## config.mk

```make
export PLATFORM = sky130hd
export DESIGN_NAME = tcp_reno_congestion_window
export DESIGN_NICKNAME = d
export VERILOG_FILES = /design/src/design/trcw_pkg.sv /design/src/design/trcw_divider.sv /design/src/design/tcp_reno_congestion_window.sv
export SDC_FILE = /design/constraint.sdc
export NUM_CORES = 1
export LEC_CHECK = 0
export BUFFER_PORTS_ARGS = -buffer_cell sky130_fd_sc_hd__buf_2
export CORE_MARGIN = 2
export CORE_UTILIZATION = 45
export CTS_BUF_LIST = sky130_fd_sc_hd__clkbuf_16
export DETAILED_ROUTE_END_ITERATION = 16
export HOLD_SLACK_MARGIN = 0.15
export SYNTH_ARGS = -nofsm -noshare
export SYNTH_HDL_FRONTEND = slang
export SYNTH_HIERARCHICAL = 1
export SYNTH_SLANG_ARGS = --single-unit
```

## constraint.sdc

```tcl
create_clock -name i_clk -period 9.6 [get_ports i_clk]
set_input_delay 1.44 -clock i_clk [delete_from_list [all_inputs] [get_ports i_clk]]
set_output_delay 1.44 -clock i_clk [all_outputs]
set_load 0.1 [all_outputs]
```

## src/design/trcw_pkg.sv

```systemverilog
`timescale 1ns / 1ps

package trcw_pkg;

    // Event codes carried in the opcode field
    localparam logic [1:0] OP_NEW_ACK = 2'd0;
    localparam logic [1:0] OP_DUP_ACK = 2'd1;
    localparam logic [1:0] OP_START   = 2'd2;

    // Configuration register indexes
    localparam logic CFG_MSS     = 1'b0;
    localparam logic CFG_TIMEOUT = 1'b1;

    localparam logic [15:0] RESET_MSS       = 16'd1460;
    localparam logic [15:0] RESET_TIMEOUT   = 16'd3000;
    localparam logic [31:0] START_THRESHOLD = 32'd65535;
    localparam logic [16:0] RTO_CAP         = 17'd64000;
    localparam logic [3:0]  DUP_LIMIT       = 4'd3;
    localparam logic [3:0]  DUP_SAT         = 4'd15;

    localparam int          DIV_W     = 32;
    localparam logic [5:0]  DIV_STEPS = 6'd32;

    typedef enum logic [2:0] {
        ST_IDLE,
        ST_EXEC,
        ST_MUL,
        ST_DIV_START,
        ST_DIV_WAIT,
        ST_DONE
    } t_state;

    // 32-bit add that sticks at all ones on overflow
    function automatic logic [31:0] sat_add(input logic [31:0] a, input logic [31:0] b);
        logic [32:0] s;
        s = {1'b0, a} + {1'b0, b};
        return s[32] ? 32'hFFFF_FFFF : s[31:0];
    endfunction

endpackage

```

## src/design/trcw_divider.sv

```systemverilog
`timescale 1ns / 1ps

module trcw_divider (
    input  logic                      i_clk,
    input  logic                      i_rst_n,
    input  logic                      i_start,
    input  logic [trcw_pkg::DIV_W-1:0] i_dividend,
    input  logic [trcw_pkg::DIV_W-1:0] i_divisor,
    output logic                      o_done,
    output logic [trcw_pkg::DIV_W-1:0] o_quotient
);
    import trcw_pkg::*;

    logic [DIV_W-1:0] r_rem;
    logic [DIV_W-1:0] r_quo;
    logic [DIV_W-1:0] r_divisor;
    logic [5:0]       r_cnt;
    logic             r_done;

    logic [DIV_W:0]   shifted;
    logic [DIV_W:0]   diff;
    logic             ge;

    // one restoring step: shift in next dividend bit, trial subtract
    always_comb begin
        shifted = {r_rem, r_quo[DIV_W-1]};
        ge      = shifted >= {1'b0, r_divisor};
        diff    = shifted - {1'b0, r_divisor};
    end

    always_ff @(posedge i_clk) begin
        if (!i_rst_n) begin
            r_cnt  <= '0;
            r_done <= 1'b0;
        end else begin
            r_done <= 1'b0;
            if (i_start) begin
                r_cnt <= DIV_STEPS;
            end else if (r_cnt != '0) begin
                r_cnt  <= r_cnt - 6'd1;
                r_done <= (r_cnt == 6'd1);
            end
        end
    end

    always_ff @(posedge i_clk) begin
        if (i_start) begin
            r_rem     <= '0;
            r_quo     <= i_dividend;
            r_divisor <= i_divisor;
        end else if (r_cnt != '0) begin
            r_rem <= ge ? diff[DIV_W-1:0] : shifted[DIV_W-1:0];
            r_quo <= {r_quo[DIV_W-2:0], ge};
        end
    end

    assign o_done     = r_done;
    assign o_quotient = r_quo;

endmodule

```

## src/design/tcp_reno_congestion_window.sv

```systemverilog
`timescale 1ns / 1ps

// TCP Reno congestion window engine for one connection. Each input item is
// one event (new ACK, duplicate ACK, connection start) and yields exactly one
// result item holding the window, threshold, recovery flag, retransmit
// request/length and the current timeout. An event passes from acceptance
// through the execute and done states to the result register, except a new
// ACK in congestion avoidance, which squares mss in one registered multiply
// and divides by the window in a radix-2 restoring divider of 32 steps
// before the done state. The input is not ready while an event is in flight;
// a finished result sits in its own register, so the next event can be taken
// while the result still waits for the sink. The configuration port is always
// ready, and new values are used by every later step, also of an event in flight.
module tcp_reno_congestion_window (
    input  logic        i_clk,
    input  logic        i_rst_n,
    // input items
    input  logic        i_s_tvalid,
    output logic        o_s_tready,
    input  logic [39:0] i_s_tdata,   // [1:0] opcode, [33:2] bytes_in_flight, rest zero
    // result items
    output logic        o_m_tvalid,
    input  logic        i_m_tready,
    output logic [95:0] o_m_tdata,   // [31:0] congestion_window, [63:32] slow_start_threshold,
                                     // [79:64] retransmit_length, [95:80] timeout_value
    output logic [1:0]  o_m_tuser,   // [0] in_recovery, [1] retransmit_request
    // configuration writes
    input  logic        i_cfg_valid,
    output logic        o_cfg_ready,
    input  logic        i_cfg_index,
    input  logic [15:0] i_cfg_data
);
    import trcw_pkg::*;

    t_state r_state, n_state;

    // configuration
    logic [15:0] r_mss;
    logic [15:0] r_init_timeout;

    // connection state
    logic [31:0] r_window;
    logic [31:0] r_threshold;
    logic [3:0]  r_dup_cnt;
    logic        r_recovery;
    logic [15:0] r_timeout;

    // latched event
    logic [1:0]  r_op;
    logic [31:0] r_unacked;
    logic        r_rexmit;
    logic [15:0] r_rexmit_len;
    logic [31:0] r_prod;

    // result register
    logic        r_out_valid;
    logic [95:0] r_out_data;
    logic [1:0]  r_out_user;

    // control from the sequencer
    logic s_ready, exec_en, mul_en, div_start, out_load;

    logic        div_done;
    logic [31:0] div_quo;

    // event decode
    logic        in_accept;
    logic [3:0]  dup_inc;
    logic        fast_rexmit;
    logic        use_div;
    logic [16:0] mss_x2;
    logic [17:0] mss_x3;
    logic [31:0] half_win;
    logic [31:0] new_thr;
    logic [16:0] rto_x2;
    logic [15:0] rto_next;

    assign in_accept = i_s_tvalid && o_s_tready;

    always_comb begin
        dup_inc     = (r_dup_cnt < DUP_SAT) ? r_dup_cnt + 4'd1 : r_dup_cnt;
        fast_rexmit = (dup_inc == DUP_LIMIT) && !r_recovery;
        // congestion avoidance needs mss*mss / window
        use_div     = (r_op == OP_NEW_ACK) && !r_recovery &&
                      !(r_window < r_threshold) && (r_window != '0);
        mss_x2      = {r_mss, 1'b0};
        mss_x3      = {1'b0, mss_x2} + {2'b00, r_mss};
        half_win    = {1'b0, r_window[31:1]};
        new_thr     = (half_win < {15'd0, mss_x2}) ? {15'd0, mss_x2} : half_win;
        rto_x2      = {r_timeout, 1'b0};
        rto_next    = (rto_x2 > RTO_CAP) ? RTO_CAP[15:0] : rto_x2[15:0];
    end

    // sequencer: next state
    always_comb begin
        n_state = r_state;
        unique case (r_state)
            ST_IDLE:      if (in_accept) n_state = ST_EXEC;
            ST_EXEC:      n_state = use_div ? ST_MUL : ST_DONE;
            ST_MUL:       n_state = ST_DIV_START;
            ST_DIV_START: n_state = ST_DIV_WAIT;
            ST_DIV_WAIT:  if (div_done) n_state = ST_DONE;
            ST_DONE:      if (!r_out_valid || i_m_tready) n_state = ST_IDLE;
            default:      n_state = ST_IDLE;
        endcase
    end

    // sequencer: outputs
    always_comb begin
        s_ready   = 1'b0;
        exec_en   = 1'b0;
        mul_en    = 1'b0;
        div_start = 1'b0;
        out_load  = 1'b0;
        unique case (r_state)
            ST_IDLE:      s_ready   = 1'b1;
            ST_EXEC:      exec_en   = !use_div;
            ST_MUL:       mul_en    = 1'b1;
            ST_DIV_START: div_start = 1'b1;
            ST_DIV_WAIT:  ;
            ST_DONE:      out_load  = !r_out_valid || i_m_tready;
            default:      ;
        endcase
    end

    always_ff @(posedge i_clk) begin
        if (!i_rst_n) begin
            r_state <= ST_IDLE;
        end else begin
            r_state <= n_state;
        end
    end

    trcw_divider u_div (
        .i_clk      (i_clk),
        .i_rst_n    (i_rst_n),
        .i_start    (div_start),
        .i_dividend (r_prod),
        .i_divisor  (r_window),
        .o_done     (div_done),
        .o_quotient (div_quo)
    );

    // configuration registers
    always_ff @(posedge i_clk) begin
        if (!i_rst_n) begin
            r_mss          <= RESET_MSS;
            r_init_timeout <= RESET_TIMEOUT;
        end else if (i_cfg_valid) begin
            unique case (i_cfg_index)
                CFG_MSS:     r_mss          <= i_cfg_data;
                CFG_TIMEOUT: r_init_timeout <= i_cfg_data;
                default:     ;
            endcase
        end
    end

    // event latch and mss squared
    always_ff @(posedge i_clk) begin
        if (in_accept) begin
            r_op      <= i_s_tdata[1:0];
            r_unacked <= i_s_tdata[33:2];
        end
        if (mul_en) begin
            r_prod <= {16'd0, r_mss} * {16'd0, r_mss};
        end
    end

    // connection state update
    always_ff @(posedge i_clk) begin
        if (!i_rst_n) begin
            r_window     <= {15'd0, RESET_MSS, 1'b0};
            r_threshold  <= START_THRESHOLD;
            r_dup_cnt    <= '0;
            r_recovery   <= 1'b0;
            r_timeout    <= RESET_TIMEOUT;
            r_rexmit     <= 1'b0;
            r_rexmit_len <= '0;
        end else if (div_done && r_state == ST_DIV_WAIT) begin
            r_window  <= sat_add(r_window, div_quo);
            r_dup_cnt <= '0;
            r_rexmit     <= 1'b0;
            r_rexmit_len <= '0;
        end else if (exec_en) begin
            r_rexmit     <= 1'b0;
            r_rexmit_len <= '0;
            unique case (r_op)
                OP_START: begin
                    r_window    <= {15'd0, mss_x2};
                    r_threshold <= START_THRESHOLD;
                    r_timeout   <= r_init_timeout;
                    r_dup_cnt   <= '0;
                    r_recovery  <= 1'b0;
                end
                OP_DUP_ACK: begin
                    r_dup_cnt <= dup_inc;
                    if (fast_rexmit) begin
                        r_threshold <= new_thr;
                        r_window    <= sat_add(new_thr, {14'd0, mss_x3});
                        r_recovery  <= 1'b1;
                        if (r_unacked != '0) begin
                            r_rexmit     <= 1'b1;
                            r_rexmit_len <= (r_unacked > {16'd0, r_mss}) ?
                                            r_mss : r_unacked[15:0];
                            r_timeout    <= rto_next;
                        end
                    end else if (r_recovery) begin
                        // window inflation during recovery
                        r_window <= sat_add(r_window, {16'd0, r_mss});
                    end
                end
                OP_NEW_ACK: begin
                    r_dup_cnt <= '0;
                    if (r_recovery) begin
                        r_window   <= r_threshold;
                        r_recovery <= 1'b0;
                    end else if (r_window < r_threshold) begin
                        r_window <= sat_add(r_window, {16'd0, r_mss});
                    end
                    // zero window: no growth
                end
                default: ;  // unused code: report state as is
            endcase
        end
    end

    // result register
    always_ff @(posedge i_clk) begin
        if (!i_rst_n) begin
            r_out_valid <= 1'b0;
        end else if (out_load) begin
            r_out_valid <= 1'b1;
        end else if (i_m_tready) begin
            r_out_valid <= 1'b0;
        end
    end

    always_ff @(posedge i_clk) begin
        if (out_load) begin
            r_out_data <= {r_timeout, r_rexmit_len, r_threshold, r_window};
            r_out_user <= {r_rexmit, r_recovery};
        end
    end

    assign o_s_tready  = s_ready;
    assign o_cfg_ready = 1'b1;
    assign o_m_tvalid  = r_out_valid;
    assign o_m_tdata   = r_out_data;
    assign o_m_tuser   = r_out_user;

    // an accepted event blocks the input on the next cycle
    a_busy_after_accept: assert property (@(posedge i_clk) disable iff (!i_rst_n)
        in_accept |=> !o_s_tready)
        else $error("input ready right after an accepted item");

    // recovery only follows the third duplicate
    a_recovery_dup: assert property (@(posedge i_clk) disable iff (!i_rst_n)
        r_recovery |-> (r_dup_cnt >= DUP_LIMIT))
        else $error("recovery with fewer than three duplicates");

    // a retransmit request always reports recovery
    a_rexmit_recovery: assert property (@(posedge i_clk) disable iff (!i_rst_n)
        (o_m_tvalid && o_m_tuser[1]) |-> o_m_tuser[0])
        else $error("retransmit request outside recovery");

    // the divider finishes only while the sequencer waits for it
    a_div_done_state: assert property (@(posedge i_clk) disable iff (!i_rst_n)
        div_done |-> (r_state == ST_DIV_WAIT))
        else $error("divider done outside its wait state");

endmodule

```

==> impl_metrics.tcl, run 1 <==
set metrics [dict create \
    clock_latency_ns 0.61 \
    maxSlewHeadroom 0.189 \
    hold_class "flop to flop" \
    dp_hpwl_um 65200 \
    via_per_inst 5.76 \
    yosysMostFrequentCell "inv_1" \
    netlist_instances 3133 \
    cts_buffer_depth 3 \
    rsz0062_at_grt "false" \
    postRouteAntennaNets 0 \
    maxSlewViolCount 0 \
    overflow 0 \
    grt_pass1_wl_um 137000 \
    insertedDiodeCount 0 \
    fin_crit_sh 0.790 \
    r2r_end "r_prod[30]" \
    clock_sinks 402 \
    nNetsFinal 3802 \
    max-vdd-ir-drop_uv 284 \
    drive_gt1_frac 0.107 \
    multi_input_area_um2 17700 \
    die_h_um 262 \
    cts_setup_buffers 0 \
    fillCellCount 6090 \
    cp_top_family "adder cells" \
    cpPeakStageDelay_ns 0.67 \
    core_area_um2 65700 \
    cts_tree "built" \
    synth_largest_area_cell "edfxtp_1" \
    synth_top_area_frac 0.227 \
    clock_skew_ns 0.0286 \
    hold_viol_final 0 \
    clk_pin_slew_ns 0.06 \
    cp_slowest_cell "a2111oi_0" \
    synth_cell_type_count 91 \
    first_iter_violations 1976 \
    yosysSeqAreaShare 0.345 \
    ys_async_sr_fraction 0 \
    cts.htree.levels 2 \
    layout.cells.non_filler 4170 \
    synthTopCellsByCount "inv_1, nand2_1, ha_1" \
    syn-cell-area_um2 29900 \
    yosys_warnings 6 \
    area_growth_pct 11.0 \
    dieArea_um2 68500 \
    worst_setup_path_start_kind "flop" \
    path_common_cell "fa_1" \
    die_x_um 262 \
    boundaryPins 163 \
    synthTopCellsByArea "edfxtp_1, fa_1, ha_1, dfxtp_1, inv_1" \
    max_freq_ghz 0.132 \
    crit_path_end "r_prod[30]" \
    crit_path_start "r_mss[11]" \
    drv_cap 0 \
    synth.avg_cell_area_um2 9.55 \
    grt_max_degree 75 \
    setup_tns_ns 0 \
    dr.pass1.iters 7 \
    root_buffer "clkbuf_16" \
    crit_type "flop to flop" \
    fin_crit_ns 7.59 \
    power.leakage_nw 14.4 \
    path_cells "buf_4 > inv_1 > nor2_1 > fa_1 > inv_1 > fa_1 > inv_1 > fa_1 > fa_1 > fa_1 > inv_1 > fa_1 > inv_1 > ha_1 > nand4_1 > nor3_1 > nand4_1 > o211ai_1 > a2111oi_0 > nor2_1 > a21boi_0 > o21ai_0 > a21oi_1 > xnor2_1" \
    setup_viol 0 \
    numCtsBuffers 46 \
    wl_per_cell_um 21.2 \
    worst-endpoint-arrival_ns 7.93 \
    antenna_found_initial 2 \
    crit_cells 24 \
    crit_buf_inv 6 \
    holdPathStages 0 \
    grt_usage 0.258 \
    synth_edf_count 226 \
    holdWs_ns 0.433 \
    vias 24000 \
    grt_pass1_vias 24000 \
    p_per_area_nw_per_um2 333 \
    tightest_slew_ns 1.21 \
    regArea_um2 10300 \
    ys_ff_latch 402 \
    pre_cts_slack_ns 2.09 \
    fin_ws_ns 2.01 \
    r2r.worst_path.cells 24 \
    cts_hold_buf 0 \
    yosys_most_used_dff "edfxtp_1" \
    status "complete, no violations" \
    drcViolationCount 0 \
    finalWirelength_um 88300 \
    path_max_fanout 16 \
    start_util 0.455 \
    place_congestion 0.933 \
    dp.cells 4084 \
    rows 94 \
    cts_resized 0 \
    timing.rr.start "r_mss[11]" \
    port_buffers 154 \
    critPathCaptureType "flop" \
    crit_required_ns 9.94 \
    r2r_setup_slack_ns 2.01 \
]
## routing by layer
layer / up-vias / GRT usage / wire [um]
met2: 763 / 0.430 / 42200
li1: 11300 / - / -
met1: 11800 / 0.341 / 37600
met3: 218 / 0.0322 / 4740
met4: 0 / 0.106 / 3760
met5: - / 0 / 0
## area by class of cell
class	count	share of cell area
multi-input cells	2247	0.534
flip-flops and latches	402	0.310
inverters	357	0.0404
repair buffers	214	0.0368
clock buffers	46	0.0347
well taps	864	0.0326
clock inverters	40	0.0109
## cells in the final DEF (no fill, tap or decap), types with 80 or more instances in the layout
| cell type | netlist | layout |
|---|---|---|
| xnor2_1 | 80 | 80 |
| edfxtp_1 | 226 | 226 |
| ha_1 | 287 | 287 |
| a21oi_1 | 227 | 226 |
| nand2_1 | 326 | 325 |
| buf_2 | 17 | 154 |
| fa_1 | 185 | 185 |
| o21ai_0 | 142 | 142 |
| dfxtp_1 | 176 | 176 |
| inv_1 | 345 | 355 |
| nor2_1 | 224 | 224 |
## registers in the layout, summed over array words and instances (netlist names), 4 cells and up
name,count
r_rexmit_len,16
r_window,32
r_dup_cnt,4
r_mss,16
u_div/r_rem,32
u_div/o_quotient,32
r_timeout,16
r_unacked,32
u_div/r_cnt,6
o_m_tdata,95
r_prod,31
r_threshold,31
u_div/r_divisor,32
r_init_timeout,16
## stage by stage
stage	area (um2)	total power [mW]	util
floorplan	29900	7.56	-
global placement	31700	9.04	0.482
detailed placement	31700	9.20	0.482
CTS	33200	11.0	0.505
global route	33200	11.9	0.505
finish	33200	11.0	0.505
## worst min-delay path by stage
stage	startpoint	slack, ns	endpoint
after detailed placement	r_rexmit_len[4]	0.42	o_m_tdata[68]
after CTS	r_rexmit_len[4]	0.43	o_m_tdata[68]
after floorplan	r_rexmit_len[0]	0.41	o_m_tdata[64]
after global routing	r_rexmit	0.45	o_m_tuser[1]
after global placement	r_rexmit_len[4]	0.42	o_m_tdata[68]
final	r_rexmit_len[4]	0.43	o_m_tdata[68]
## cell families after synthesis
kind of cell	synth area share
mux	0.0246
fa+ha+maj	0.244
flops	0.345
simple gates	0.124
buf+inv	0.0628
other cells	0.000251
compound gates	0.161
xor+xnor	0.0389
## power breakdown
part           internal [mW]  leakage, nW  switching, mW
Clock                   1.02        0.773          0.760
Sequential              2.30         3.48          0.321
Combinational           2.55         10.2           4.09
No activity file was read; power rests on OpenSTA's default activity.
==> run 2: changes to the inputs <==
Clock period 9.6 ns to 7.38 ns, I/O delays scaled along.
==> run 2 against run 1 <==
  * Maximum frequency is 8.6% higher
  * Worst hold slack worse by 0.0036 ns
  * Count of clock-buffer cells in the layout unchanged
  * Cell count increased by 0.98%
  * Clock power increased by 21%
  * Largest cell class unchanged
  * Highest routed layer unchanged
==> impl_metrics.tcl, run 2 (synthesis results as in run 1) <==
set metrics [dict create \
    fin_crit_sh 0.947 \
    wl_per_cell_um 21.4 \
    antenna_found_initial 1 \
    cts.htree.levels 2 \
    clock_sinks 402 \
    met3_usage 0.0284 \
    power.leakage_nw 14.6 \
    grt_usage 0.260 \
    die_h_um 262 \
    root_buffer "clkbuf_16" \
    maxSlewHeadroom 0.214 \
    rsz0062_at_grt "false" \
    area_growth_pct 11.8 \
    boundaryPins 163 \
    finalWirelength_um 90000 \
    cts_buffer_depth 3 \
    grt_pass1_vias 23700 \
    start_util 0.455 \
    grt_util_met1 0.351 \
    hold_class "flop to flop" \
    first_iter_violations 2177 \
    regArea_um2 10300 \
    cts_hold_buf 0 \
    tightest_slew_ns 1.18 \
    power.total_mw 14.4 \
    largest_reg_flops 95 \
    crit_type "flop to flop" \
    maxSlewViolCount 0 \
    max-vdd-ir-drop_uv 354 \
    rows 94 \
    max_freq_ghz 0.143 \
    setup_viol 0 \
    p_per_area_nw_per_um2 432 \
    status "complete, no violations" \
    fillCellCount 6050 \
    cts_resized 0 \
    clock_skew_ns 0.0327 \
    cts_setup_buffers 0 \
    nNetsFinal 3843 \
    clk_pin_slew_ns 0.06 \
    fin_crit_ns 6.99 \
    critPathCaptureType "flop" \
    worst-endpoint-arrival_ns 7.35 \
    postRouteAntennaNets 0 \
    path_max_fanout 7 \
    overflow 0 \
    vias 24300 \
    insertedDiodeCount 0 \
    crit_required_ns 7.74 \
    drcViolationCount 0 \
    grt.busiest_layer "met2" \
    grt_pass1_wl_um 137000 \
    gr-usage-met2 0.435 \
    multi_input_area_um2 17800 \
    setup_tns_ns 0 \
    dieArea_um2 68500 \
    core_area_um2 65700 \
    via_per_inst 5.77 \
    clock_latency_ns 0.61 \
    port_buffers 154 \
    drv_cap 0 \
    worst_setup_path_start_kind "flop" \
    cts_tree "built" \
    numCtsBuffers 46 \
    dp_hpwl_um 68600 \
    die_x_um 262 \
    grt_max_degree 87 \
    mostFrequentLayoutCells "inv_1, nand2_1, ha_1, a21oi_1, edfxtp_1" \
    mostFrequentLayoutCell "inv_1" \
    drive_gt1_frac 0.117 \
    hold_viol_final 0 \
    place_congestion 0.937 \
    dr.pass1.iters 6 \
]
## run 2: cell count changes in the layout (fill, tap and decap cells not counted), moves of 2 or more
cell        before  now
clkinv_4         0    2
clkinvlp_4       4    1
buf_4           60  101
bufinv_16        5    1
clkinv_1        19   23
## run 2: power by group
group | internal, mW | leakage (nW) | switching [mW] | total (mW)
combinational | 3.42 | 10.4 | 5.59 | 9.00
sequential | 2.99 | 3.48 | 0.302 | 3.29
clock | 1.19 | 0.736 | 0.964 | 2.15
## run 2: cell type report
type                            count  share of cell area
Clock buffer                       46              0.0344
Sequential cell                   402               0.308
Tap cell                          864              0.0323
Clock inverter                     40             0.00782
Inverter                          357              0.0401
Timing Repair Buffer              255              0.0457
Multi-Input combinational cell   2247               0.531
## run 2: worst max-delay path, cell delays in order, from the launching register on
cell,delay [ns]
dfxtp_1,0.58
clkinv_1,0.21
nor2_1,0.29
fa_1,0.46
inv_1,0.09
fa_1,0.39
inv_1,0.08
fa_1,0.44
fa_1,0.48
fa_1,0.56
inv_1,0.06
fa_1,0.53
inv_1,0.04
ha_1,0.39
a21oi_1,0.21
o21ai_0,0.16
a22o_1,0.24
a31o_2,0.25
o21bai_1,0.23
o31ai_1,0.13
or4_1,0.42
a31o_2,0.25
a21oi_1,0.18
xnor2_1,0.08
## run 2: routing by layer
metal | vias up | share of wire
met5 | - | 0
met4 | 0 | 0.036
met3 | 205 | 0.057
met2 | 837 | 0.48
met1 | 11900 | 0.43
li1 | 11400 | -
## run 2: metrics by stage
step	std cells	hold WS, ns	setup WS [ns]	util	area, um2
after global placement	4125	0.420	0.427	0.487	32000
after global routing	4211	0.434	0.0248	0.508	33400
after detailed placement	4125	0.413	0.381	0.487	32000
after CTS	4211	0.429	0.361	0.508	33400
final	4211	0.430	0.391	0.508	33400
after floorplan	3134	0.408	0.346	-	29900
## run 2: final timing paths
path,from,end,slack (ns),depth (start not counted)
min reg2reg,r_rexmit_len[11],o_m_tdata[75],0.43,0
min,r_rexmit_len[11],o_m_tdata[75],0.43,0
max,r_mss[8],r_prod[31],0.39,23
max reg2reg,r_mss[8],r_prod[31],0.39,23
